`src/hw/rtl/integer_to_radix_digits_macros.svh`:
```
// Assertion macros shared by the radix digit converter modules.
`ifndef INTEGER_TO_RADIX_DIGITS_MACROS_SVH
`define INTEGER_TO_RADIX_DIGITS_MACROS_SVH

// Check a property on every clock edge outside reset.
`define ITRD_ASSERT(lbl, prop, msg) \
	lbl: assert property (@(posedge clk) disable iff (!arst_n) (prop)) else $error(msg);

// Check that a condition never holds outside reset.
`define ITRD_NEVER(lbl, cond, msg) \
	`ITRD_ASSERT(lbl, !(cond), msg)

`endif

```
`src/hw/rtl/itrd_pkg.sv`:
```
// Shared constants, types and digit encoding for the radix digit converter.
`default_nettype none

package itrd_pkg;

	localparam int VALUE_BITS_DEF = 32;
	localparam int RADIX_W        = 6;
	localparam int CHAR_W         = 7;

	localparam logic [RADIX_W-1:0] RADIX_RESET = RADIX_W'(10);
	localparam logic [RADIX_W-1:0] RADIX_MIN   = RADIX_W'(2);
	localparam logic [RADIX_W-1:0] RADIX_MAX   = RADIX_W'(36);
	localparam logic [RADIX_W-1:0] DEC_DIGITS  = RADIX_W'(10);

	localparam logic [CHAR_W-1:0] CHAR_ZERO   = CHAR_W'(48);
	localparam logic [CHAR_W-1:0] CHAR_LETTER = CHAR_W'(87);

	typedef struct packed {
		logic busy;
		logic done;
	} div_stat_t;

	function automatic logic [CHAR_W-1:0] digit_to_char(input logic [RADIX_W-1:0] d);
		logic [CHAR_W-1:0] dx;
		dx = {1'b0, d};
		if (d < DEC_DIGITS) begin
			return CHAR_ZERO + dx;
		end
		return CHAR_LETTER + dx;
	endfunction

endpackage

`default_nettype wire

```
`src/hw/rtl/integer_to_radix_digits.sv`:
```
// Top level: converts an unsigned integer into radix digits, most significant first.
//
// Input channel: in_valid / in_ready with value. Output channel: out_valid /
// out_ready with digit_char, digit_value and last_digit, one beat per digit,
// most significant digit first; last_digit marks the least significant one.
// The base is written through radix_wr_en / radix_wr_data; the user must
// write it only while the block is idle, as the block does not enforce this.
// Writes below 2 store 2, above 36 store 36. Reset sets the base to 10.
// One value is in flight at a time: in_ready is high only while idle.
// Each digit costs one pass of the shared bit-serial divider, and its
// remainder is filed in the digit RAM as the pass ends. All divisions come
// before the first digit beat; each digit is then read from the RAM, loaded
// into the output register and offered for the handshake.
// Zero gives the single digit '0'. A stalled receiver holds the output
// register and the sequencer; the block returns to idle on the cycle after
// the last beat is taken.
`default_nettype none

`include "integer_to_radix_digits_macros.svh"

module integer_to_radix_digits #(
	parameter int VALUE_BITS = itrd_pkg::VALUE_BITS_DEF
) (
	input  wire logic                          clk,
	input  wire logic                          arst_n,
	input  wire logic                          radix_wr_en,
	input  wire logic [itrd_pkg::RADIX_W-1:0]  radix_wr_data,
	input  wire logic                          in_valid,
	output logic                               in_ready,
	input  wire logic [VALUE_BITS-1:0]         value,
	output logic                               out_valid,
	input  wire logic                          out_ready,
	output logic      [itrd_pkg::CHAR_W-1:0]   digit_char,
	output logic      [itrd_pkg::RADIX_W-1:0]  digit_value,
	output logic                               last_digit
);
	import itrd_pkg::*;

	localparam int AW = $clog2(VALUE_BITS);

	typedef enum logic [2:0] {
		ST_IDLE,
		ST_DIV,
		ST_RD,
		ST_LOAD,
		ST_OUT
	} state_t;

	state_t             state_q;
	logic [RADIX_W-1:0] radix_q;
	logic [AW-1:0]      cnt_q;
	logic [AW-1:0]      idx_q;

	logic                  div_start;
	logic [VALUE_BITS-1:0] div_dividend;
	logic [VALUE_BITS-1:0] div_quot;
	logic [RADIX_W-1:0]    div_rem;
	div_stat_t             div_stat;
	logic                  div_last;
	logic                  ram_we;
	logic [RADIX_W-1:0]    ram_rdata;

	assign in_ready     = state_q == ST_IDLE;
	assign div_last     = div_quot == '0;
	assign ram_we       = state_q == ST_DIV && div_stat.done;
	assign div_start    = (in_ready && in_valid) || (ram_we && !div_last);
	assign div_dividend = in_ready ? value : div_quot;

	always_ff @(posedge clk or negedge arst_n) begin
		if (!arst_n) begin
			radix_q <= RADIX_RESET;
		end else if (radix_wr_en) begin
			if (radix_wr_data < RADIX_MIN) begin
				radix_q <= RADIX_MIN;
			end else if (radix_wr_data > RADIX_MAX) begin
				radix_q <= RADIX_MAX;
			end else begin
				radix_q <= radix_wr_data;
			end
		end
	end

	always_ff @(posedge clk or negedge arst_n) begin
		if (!arst_n) begin
			state_q     <= ST_IDLE;
			cnt_q       <= '0;
			idx_q       <= '0;
			out_valid   <= 1'b0;
			digit_char  <= '0;
			digit_value <= '0;
			last_digit  <= 1'b0;
		end else begin
			case (state_q)
				ST_IDLE: begin
					if (in_valid) begin
						cnt_q   <= '0;
						state_q <= ST_DIV;
					end
				end
				ST_DIV: begin
					if (div_stat.done) begin
						cnt_q <= cnt_q + AW'(1);
						if (div_last) begin
							idx_q   <= cnt_q;
							state_q <= ST_RD;
						end
					end
				end
				ST_RD: begin
					state_q <= ST_LOAD;
				end
				ST_LOAD: begin
					digit_value <= ram_rdata;
					digit_char  <= digit_to_char(ram_rdata);
					last_digit  <= idx_q == '0;
					out_valid   <= 1'b1;
					state_q     <= ST_OUT;
				end
				ST_OUT: begin
					if (out_ready) begin
						out_valid <= 1'b0;
						if (last_digit) begin
							state_q <= ST_IDLE;
						end else begin
							idx_q   <= idx_q - AW'(1);
							state_q <= ST_RD;
						end
					end
				end
				default: begin
					state_q <= ST_IDLE;
				end
			endcase
		end
	end

	itrd_div #(
		.VALUE_BITS(VALUE_BITS)
	) u_div (
		.clk      (clk),
		.arst_n   (arst_n),
		.start    (div_start),
		.dividend (div_dividend),
		.divisor  (radix_q),
		.quotient (div_quot),
		.remainder(div_rem),
		.stat     (div_stat)
	);

	itrd_ram #(
		.WIDTH(RADIX_W),
		.DEPTH(VALUE_BITS)
	) u_digits (
		.clk  (clk),
		.we   (ram_we),
		.waddr(cnt_q),
		.wdata(div_rem),
		.raddr(idx_q),
		.rdata(ram_rdata)
	);

	`ITRD_NEVER(a_ready_xor_valid, in_ready && out_valid, "input ready while a digit is pending")
	`ITRD_ASSERT(a_last_to_idle, out_valid && out_ready && last_digit |=> in_ready, "no idle after last digit")
	`ITRD_ASSERT(a_done_in_div, div_stat.done |-> state_q == ST_DIV, "divider done outside division")
	`ITRD_ASSERT(a_radix_range, radix_q >= RADIX_MIN && radix_q <= RADIX_MAX, "base out of range")

endmodule

`default_nettype wire

```
`src/hw/rtl/itrd_ram.sv`:
```
// Generic single write port, single read port RAM with registered read.
`default_nettype none

module itrd_ram #(
	parameter int WIDTH = 6,
	parameter int DEPTH = 32
) (
	input  wire logic                     clk,
	input  wire logic                     we,
	input  wire logic [$clog2(DEPTH)-1:0] waddr,
	input  wire logic [WIDTH-1:0]         wdata,
	input  wire logic [$clog2(DEPTH)-1:0] raddr,
	output logic      [WIDTH-1:0]         rdata
);

	logic [WIDTH-1:0] mem_q [DEPTH];

	always_ff @(posedge clk) begin
		if (we) begin
			mem_q[waddr] <= wdata;
		end
		rdata <= mem_q[raddr];
	end

endmodule

`default_nettype wire

```
`src/hw/rtl/itrd_div.sv`:
```
// Bit-serial restoring divider: one quotient bit per cycle by a small divisor.
`default_nettype none

`include "integer_to_radix_digits_macros.svh"

module itrd_div #(
	parameter int VALUE_BITS = itrd_pkg::VALUE_BITS_DEF
) (
	input  wire logic                         clk,
	input  wire logic                         arst_n,
	input  wire logic                         start,
	input  wire logic [VALUE_BITS-1:0]        dividend,
	input  wire logic [itrd_pkg::RADIX_W-1:0] divisor,
	output logic      [VALUE_BITS-1:0]        quotient,
	output logic      [itrd_pkg::RADIX_W-1:0] remainder,
	output itrd_pkg::div_stat_t               stat
);
	import itrd_pkg::*;

	localparam int SW = $clog2(VALUE_BITS);
	localparam logic [SW-1:0] LAST_STEP = SW'(VALUE_BITS - 1);

	logic [VALUE_BITS-1:0] q_q;
	logic [RADIX_W-1:0]    r_q;
	logic [SW-1:0]         step_q;
	logic                  busy_q;
	logic                  done_q;

	logic [RADIX_W:0] rs;
	logic [RADIX_W:0] diff;
	logic             ge;

	assign rs   = {r_q, q_q[VALUE_BITS-1]};
	assign diff = rs - {1'b0, divisor};
	assign ge   = rs >= {1'b0, divisor};

	always_ff @(posedge clk or negedge arst_n) begin
		if (!arst_n) begin
			busy_q <= 1'b0;
			done_q <= 1'b0;
			step_q <= '0;
			q_q    <= '0;
			r_q    <= '0;
		end else begin
			done_q <= 1'b0;
			if (start) begin
				q_q    <= dividend;
				r_q    <= '0;
				step_q <= '0;
				busy_q <= 1'b1;
			end else if (busy_q) begin
				q_q    <= {q_q[VALUE_BITS-2:0], ge};
				r_q    <= ge ? diff[RADIX_W-1:0] : rs[RADIX_W-1:0];
				step_q <= step_q + SW'(1);
				if (step_q == LAST_STEP) begin
					busy_q <= 1'b0;
					done_q <= 1'b1;
				end
			end
		end
	end

	assign quotient  = q_q;
	assign remainder = r_q;
	assign stat      = '{busy: busy_q, done: done_q};

	`ITRD_NEVER(a_start_idle, start && busy_q, "divider started while busy")
	`ITRD_NEVER(a_done_not_busy, done_q && busy_q, "divider done while busy")
	`ITRD_ASSERT(a_last_step_done, busy_q && !start && step_q == LAST_STEP |=> done_q, "missing done")

endmodule

`default_nettype wire
```
`config.mk`:
```
export PLATFORM = sky130hd
export DESIGN_NAME = integer_to_radix_digits
export DESIGN_NICKNAME = d
export VERILOG_FILES = /design/src/hw/rtl/itrd_pkg.sv /design/src/hw/rtl/integer_to_radix_digits.sv /design/src/hw/rtl/itrd_ram.sv /design/src/hw/rtl/itrd_div.sv
export VERILOG_INCLUDE_DIRS = /design/src /design/src/hw/rtl
export SDC_FILE = /design/constraint.sdc
export NUM_CORES = 1
export LEC_CHECK = 0
export BUFFER_PORTS_ARGS = -buffer_cell sky130_fd_sc_hd__buf_2
export CORE_UTILIZATION = 54
export DETAILED_ROUTE_END_ITERATION = 16
export GPL_TIMING_DRIVEN = 0
export PLACE_DENSITY = 0.74
export SKIP_LAST_GASP = 1
export SLEW_MARGIN = 20
export SYNTH_ARGS = -nofsm -noshare
export SYNTH_HDL_FRONTEND = slang
export SYNTH_SLANG_ARGS = --single-unit
```
`constraint.sdc`:
```
create_clock -name clk -period 2.2 [get_ports clk]
set_clock_uncertainty 0.1 [all_clocks]
set_input_delay 0.66 -clock clk [delete_from_list [all_inputs] [get_ports clk]]
set_output_delay 0.66 -clock clk [all_outputs]
set_load 0.05 [all_outputs]
```
### Word-level counts from Yosys, hierarchy flattened

Memory sizes are Yosys's and may differ from the RTL's. A register that Yosys moved wholly into a read port is not among the register bits.
Index checks and enable logic that the tools add are counted.
Widths: inputs -> output; s select.

* add/sub/neg operators: 6
* order comparisons: 4
* equal/unequal tests: 11
* muxes and demuxes: 38
* reduce and logical (&&, ||, !) cells: 17

Operator list (count)
* $mux 32: 3
* $mux 5: 8
* $logic_not 32->1: 1
* $mux 6: 5
* $pmux 5 s2: 2
* $pmux 3 s5: 1
* $mux 7: 2
* $mux 3: 4
* $mux 1: 11
* $add 5x1->5 const B: 2
* $ne 2x2->1 const B: 5
* $reduce_bool 2->1: 4
* $add 6x6->7 const A: 1
* $add 7x6->7 const A: 1
* $ge 7x6->1: 1
* $eq 3x2->1 const B: 2
* $gt 6x6->1 const B: 1
* $lt 6x2->1 const B: 1
* $lt 6x4->1 const B: 1
* $sub 6x6->6: 1
* $eq 5x5->1 const B: 1
* $logic_not 5->1: 1
* $reduce_and 5->1: 1
* $sub 5x1->5 const B: 1
* other kinds (12): 15

* register bits: 79
* bits in writable memories: 192
* bits of input ports: 43
* logic and storage cells: 90
* memories kept: 1

Memories
* u_digits.mem_q: words 32, bits a word 6, rd ports 1, clocked after Yosys merged registers in 1, write ports 1, line itrd_ram.sv:16 `logic [WIDTH-1:0] mem_q [DEPTH];`

### Longest topological paths before layout

* word-level depth: 6
* gate-level depth with buffers: 10
* gate-level depth less buffers: 9

### Modules after synthesis

From an unflattened synthesis, not the netlist that was laid out.

* cells, all modules: 776
* area, all modules: 12087.8 um2

By module, submodules not included
* itrd_ram: times used 1, cells an instance 323, area each 7589.8 um2, seq. area each 5885.6 um2
* itrd_div: times used 1, cells an instance 227, area each 2314.7 um2, seq. area each 1126.1 um2
* integer_to_radix_digits: times used 1, cells an instance 226, area each 2183.3 um2, seq. area each 853.3 um2

### Least setup slack after synthesis

Ideal clock, no wire load.

* path type: register to register
* start point: register u_div.r_q[1], in the netlist u_div.remainder[1]
* end point: register u_div.r_q[0], in the netlist u_div.remainder[0]
* library setup time: 0.094 ns
* data arrival time: 2.175 ns
* required time: 2.006 ns
* slack: -0.168 ns
* stages on the path, launching flop included: 8
* buffers on the path: 0
* clock period less this slack: 2.368 ns
* path through: dfrtp_1 ha_1 nor2_1 a21oi_1 o221ai_2 nand2_1 mux2_2 a211oi_1

* longest elaborated chain between the ends: 4

RTL lines
* from (decl): line itrd_div.sv:24 `logic [RADIX_W-1:0] r_q;`
* from (signal assigned): line itrd_div.sv:53 `r_q <= ge ? diff[RADIX_W-1:0] : rs[RADIX_W-1:0];`
* $ge 7x6->1: line itrd_div.sv:35 `assign ge = rs >= {1'b0, divisor};`
* $mux 6: line itrd_div.sv:53
* $mux 6: line itrd_div.sv:51 `end else if (busy_q) begin`
* $mux 6: line itrd_div.sv:46 `if (start) begin`

Every way passes these cells. The select of a mux whose other input is x is not followed.
A chain may end at the register's enable or synchronous reset.

### Worst setup path after layout

* start point: register state_q[2]
* end point: memory u_digits.mem_q[24][5] (enable)

* longest elaborated chain between the ends: 4

RTL lines
* from (decl): line integer_to_radix_digits.sv:49 `state_t state_q;`
* from (signal assigned): line integer_to_radix_digits.sv:85 `state_q <= ST_IDLE;`
* from (signal assigned): line integer_to_radix_digits.sv:97 `state_q <= ST_DIV;`
* from (signal assigned): line integer_to_radix_digits.sv:105 `state_q <= ST_RD;`
* $eq 3x1->1: line integer_to_radix_digits.sv:65 `assign ram_we = state_q == ST_DIV && div_stat.done;`
* $logic_and 1x1->1: line integer_to_radix_digits.sv:65
* $mux 1: line itrd_ram.sv:19 `if (we) begin`
* $mux 1 (implied by the code): line itrd_ram.sv:20 `mem_q[waddr] <= wdata;`
* to (decl): line itrd_ram.sv:16

Every way passes these cells.

==> run_results.csv <==
group,metric,value,unit
status,status,"complete, but fails checks",
status,violations,"negative setup slack",
logic_synthesis,ys_ff_latch,277,
grt,grt_pass1_wl,39700,µm
critical_path,crit_type,"reg -> reg",
critical_path,worst_ep_arrival_time,2350,ps
clock_network,clk_latency,560,ps
cells_and_area,final_nets,955,
sta,period_share,101,%
clock_network,htreeDepth,1,
sta,worstMarginPinSlew,617,ps
power,pwr_density_cell,1030,mW/mm²
power,vdd_drop_max,696,µV
clock_network,root_buffer,"clkbuf_16",
critical_path,reg2reg_from,"state_q[2]",
placement,place_congestion,0.814,
sta,rsz0062_at_grt,"true",
sta,slew_viol_final,0,
critical_path,reg2reg_slack,-10,ps
sta,hold_viol_final,0,
clock_network,cts_buffers,28,
logic_synthesis,yosysTopAreaCellShare,49.4,%
power,p_leak,4.99,nW
logic_synthesis,synth_area,0.0117,mm²
grt,grt_max_degree,53,
critical_path,rr_endpoint,"u_digits.mem_q[24][5]",
clock_network,cts.reportedPaths.clkPinSlew,60,ps
power,power,14.2,mW
logic_synthesis,synthDistinctLibCells,53,
routing,detail_route.wirelength,25100,µm
floorplanning,initial_core_util,55.3,%
critical_path,critPathSlowestCell,"dfrtp_2",
grt,grt_pass1_vias,7157,
clock_network,clk_path_buf_depth,3,
logic_synthesis,synth_fp_nets,852,
sta,min_period,2210,ps
grt,grtUsageTotal,23.7,%
routing,ant_nets,0,
cells_and_area,multi_input_area,0.00393,mm²
logic_synthesis,synthCells,790,
logic_synthesis,synth_top_area_cell,"edfxtp_1",
cells_and_area,nFillCells,1433,
floorplanning,ioPinCount,59,
grt,grt-ovfl-total,0,
floorplanning,core,0.0211,mm²
critical_path,cp-start-kind,"flip-flop",
logic_synthesis,ys.warnings.count,0,
critical_path,reg2reg_depth,4,
critical_path,crit_cells,4,
sta,fin_setup_tns,-189,ps
routing,drc_errors,0,
worst_hold_path,hold_path_class,"in -> reg",
critical_path,crit_path_start,"state_q[2]",
critical_path,worstPathMaxFanout,10,
sta,worst_slack,-14.0,ps
placement,dpl.cell_count,1123,
routing,drtIter0Drc,473,
placement,dp_hpwl,15800,µm
clock_network,cts.sinks,277,
run,cap_violations,0,
floorplanning,row_count,53,
routing,viasPerCell,5.87,
logic_synthesis,ys_top_cells_by_area,"edfxtp_1, dfrtp_1, mux4_2, nor2_1, mux2i_1",
grt,antenna_found_initial,0,
cells_and_area,area_delta_synth_final,18.3,%
logic_synthesis,synth_ff_type,"edfxtp_1",
logic_synthesis,synthMostInstantiatedCell,"edfxtp_1",
logic_synthesis,synth_sequential_area_ratio,67.4,%
sta,fmaxAchievable,0.452,GHz
critical_path,cp_slowest_stage_delay,470,ps
logic_synthesis,synth-async-reset-ratio,28.5,%
critical_path,cp_cell_sequence,"and4bb_1 -> buf_2 -> nand2_2 -> nor2_4",
floorplanning,die_h,149,µm
routing,wire_per_inst,21.1,µm
floorplanning,die_w,149,µm
clock_network,cts_tree,"yes",
cells_and_area,n_antenna_cell,0,
logic_synthesis,synth_edf_count,192,
critical_path,crit_family,"simple AND/OR/NAND/NOR gates",
critical_path,cp-endpoint,"u_digits.mem_q[24][5]",
critical_path,required,2340,ps
placement,port_buffers,57,
sta,finalSetupViolations,24,
cells_and_area,stdcell_count,1190,
critical_path,worst_setup_path_end_kind,"flip-flop",
logic_synthesis,avgSynthCellArea,14.8,µm²
cells_and_area,seq_area,0.00789,mm²
sta,relSlewSlack,58.8,%
routing,firstDrtPassIters,5,
floorplanning,die-area,0.0222,mm²
logic_synthesis,synth_common_cells,"edfxtp_1, nor2_1, dfrtp_1",
routing,vias,6989,
critical_path,crit_buf_inv,1,
cells_and_area,drive_gt1_share,29.5,%
[state kept, by name, summed over array words and instances (netlist names), 3 cells and up]
name,cells
u_div.quotient,32
digit_value,6
state_q,3
cnt_q,5
u_div.step_q,5
idx_q,5
radix_q,6
u_digits.mem_q,192
u_digits.rdata,6
u_div.remainder,6
digit_char,7
[worst min path at each step]
stage,slack [ps],cells past startpoint,startpoint,end
after floorplan,260,0,arst_n,cnt_q[0]
after global placement,360,2,digit_char[3],digit_char[3]
after detailed placement,370,2,digit_char[1],digit_char[1]
after CTS,240,3,radix_wr_data[0],radix_q[0]
after global routing,270,3,radix_wr_data[0],radix_q[0]
final,250,3,radix_wr_data[0],radix_q[0]
[logic make-up after synthesis]
group / synth area share (%)
mux: 12.2
fa+ha+maj: 2.10
buf+inv: 2.49
simple gates: 8.57
xor+xnor: 0.901
flops: 67.4
compound gates: 6.26
[per-layer routing]
layer,track usage (%),wire (µm),up-vias
met3,2.66,1350,42
li1,-,-,3216
met4,7.24,619,0
met2,40.5,12700,202
met1,32.3,10400,3529
met5,0,0,-
[cell type report]
class | count | area share, %
timing repair buffer | 75 | 3.44
buffer | 38 | 1.71
clock inverter | 22 | 1.09
clock buffer | 30 | 5.13
sequential | 277 | 57.1
inverter | 19 | 0.517
multi-input combinational | 454 | 28.5
tap | 275 | 2.49
[stage by stage]
stage	util (%)	worst slack, ps	area [µm²]	hold WS [ps]
2_1_floorplan	-	-30.9	11700	264
3_3_place_gp	58.3	-417	12300	358
3_5_place_dp	58.5	-499	12300	365
4_1_cts	64.4	-86.1	13600	239
5_1_grt	65.4	-79.7	13800	273
6_report	65.4	-14.0	13800	251
[worst min-delay path, stage by stage]
cell and delay [ps]:
buf_2 90, nand2_1 40, o21ai_0 50
[layout by cell type, fill, tap and decap left out, types with 6 or more instances in the layout]
cell type  instances
nor2_1            94
nand2b_1           6
nand2_1           42
inv_1             18
buf_2             64
a22o_1             6
nor2_4            32
ha_1              14
dfxtp_1            6
edfxtp_1         192
xor2_1             6
clkbuf_16         28
nand3_1            6
xnor2_1            6
buf_4             16
clkinv_2           7
dfrtp_1           68
buf_6              8
a21oi_1           15
mux2i_1           24
clkbuf_1          14
o21ai_0           29
clkinv_1          11
o22ai_1           34
mux4_2            48
[what timing repair did]
item	in CTS	in global routing
gates resized for setup	83	37
endpoints found under the hold margin	25	0
setup buffers	10	6
setup endpoints to repair	207	246
hold buffers	1	0
pin swaps	2	7
[power breakdown]
| part | leakage (nW) | switching (mW) | total [mW] | internal (mW) |
|---|---|---|---|---|
| registers | 2.72 | 0.607 | 7.20 | 6.59 |
| logic | 1.85 | 1.49 | 2.56 | 1.07 |
| clock network | 0.422 | 1.95 | 4.39 | 2.45 |
| total | 4.99 | 4.04 | 14.2 | 10.1 |
No activity file was read; power rests on OpenSTA's default activity.
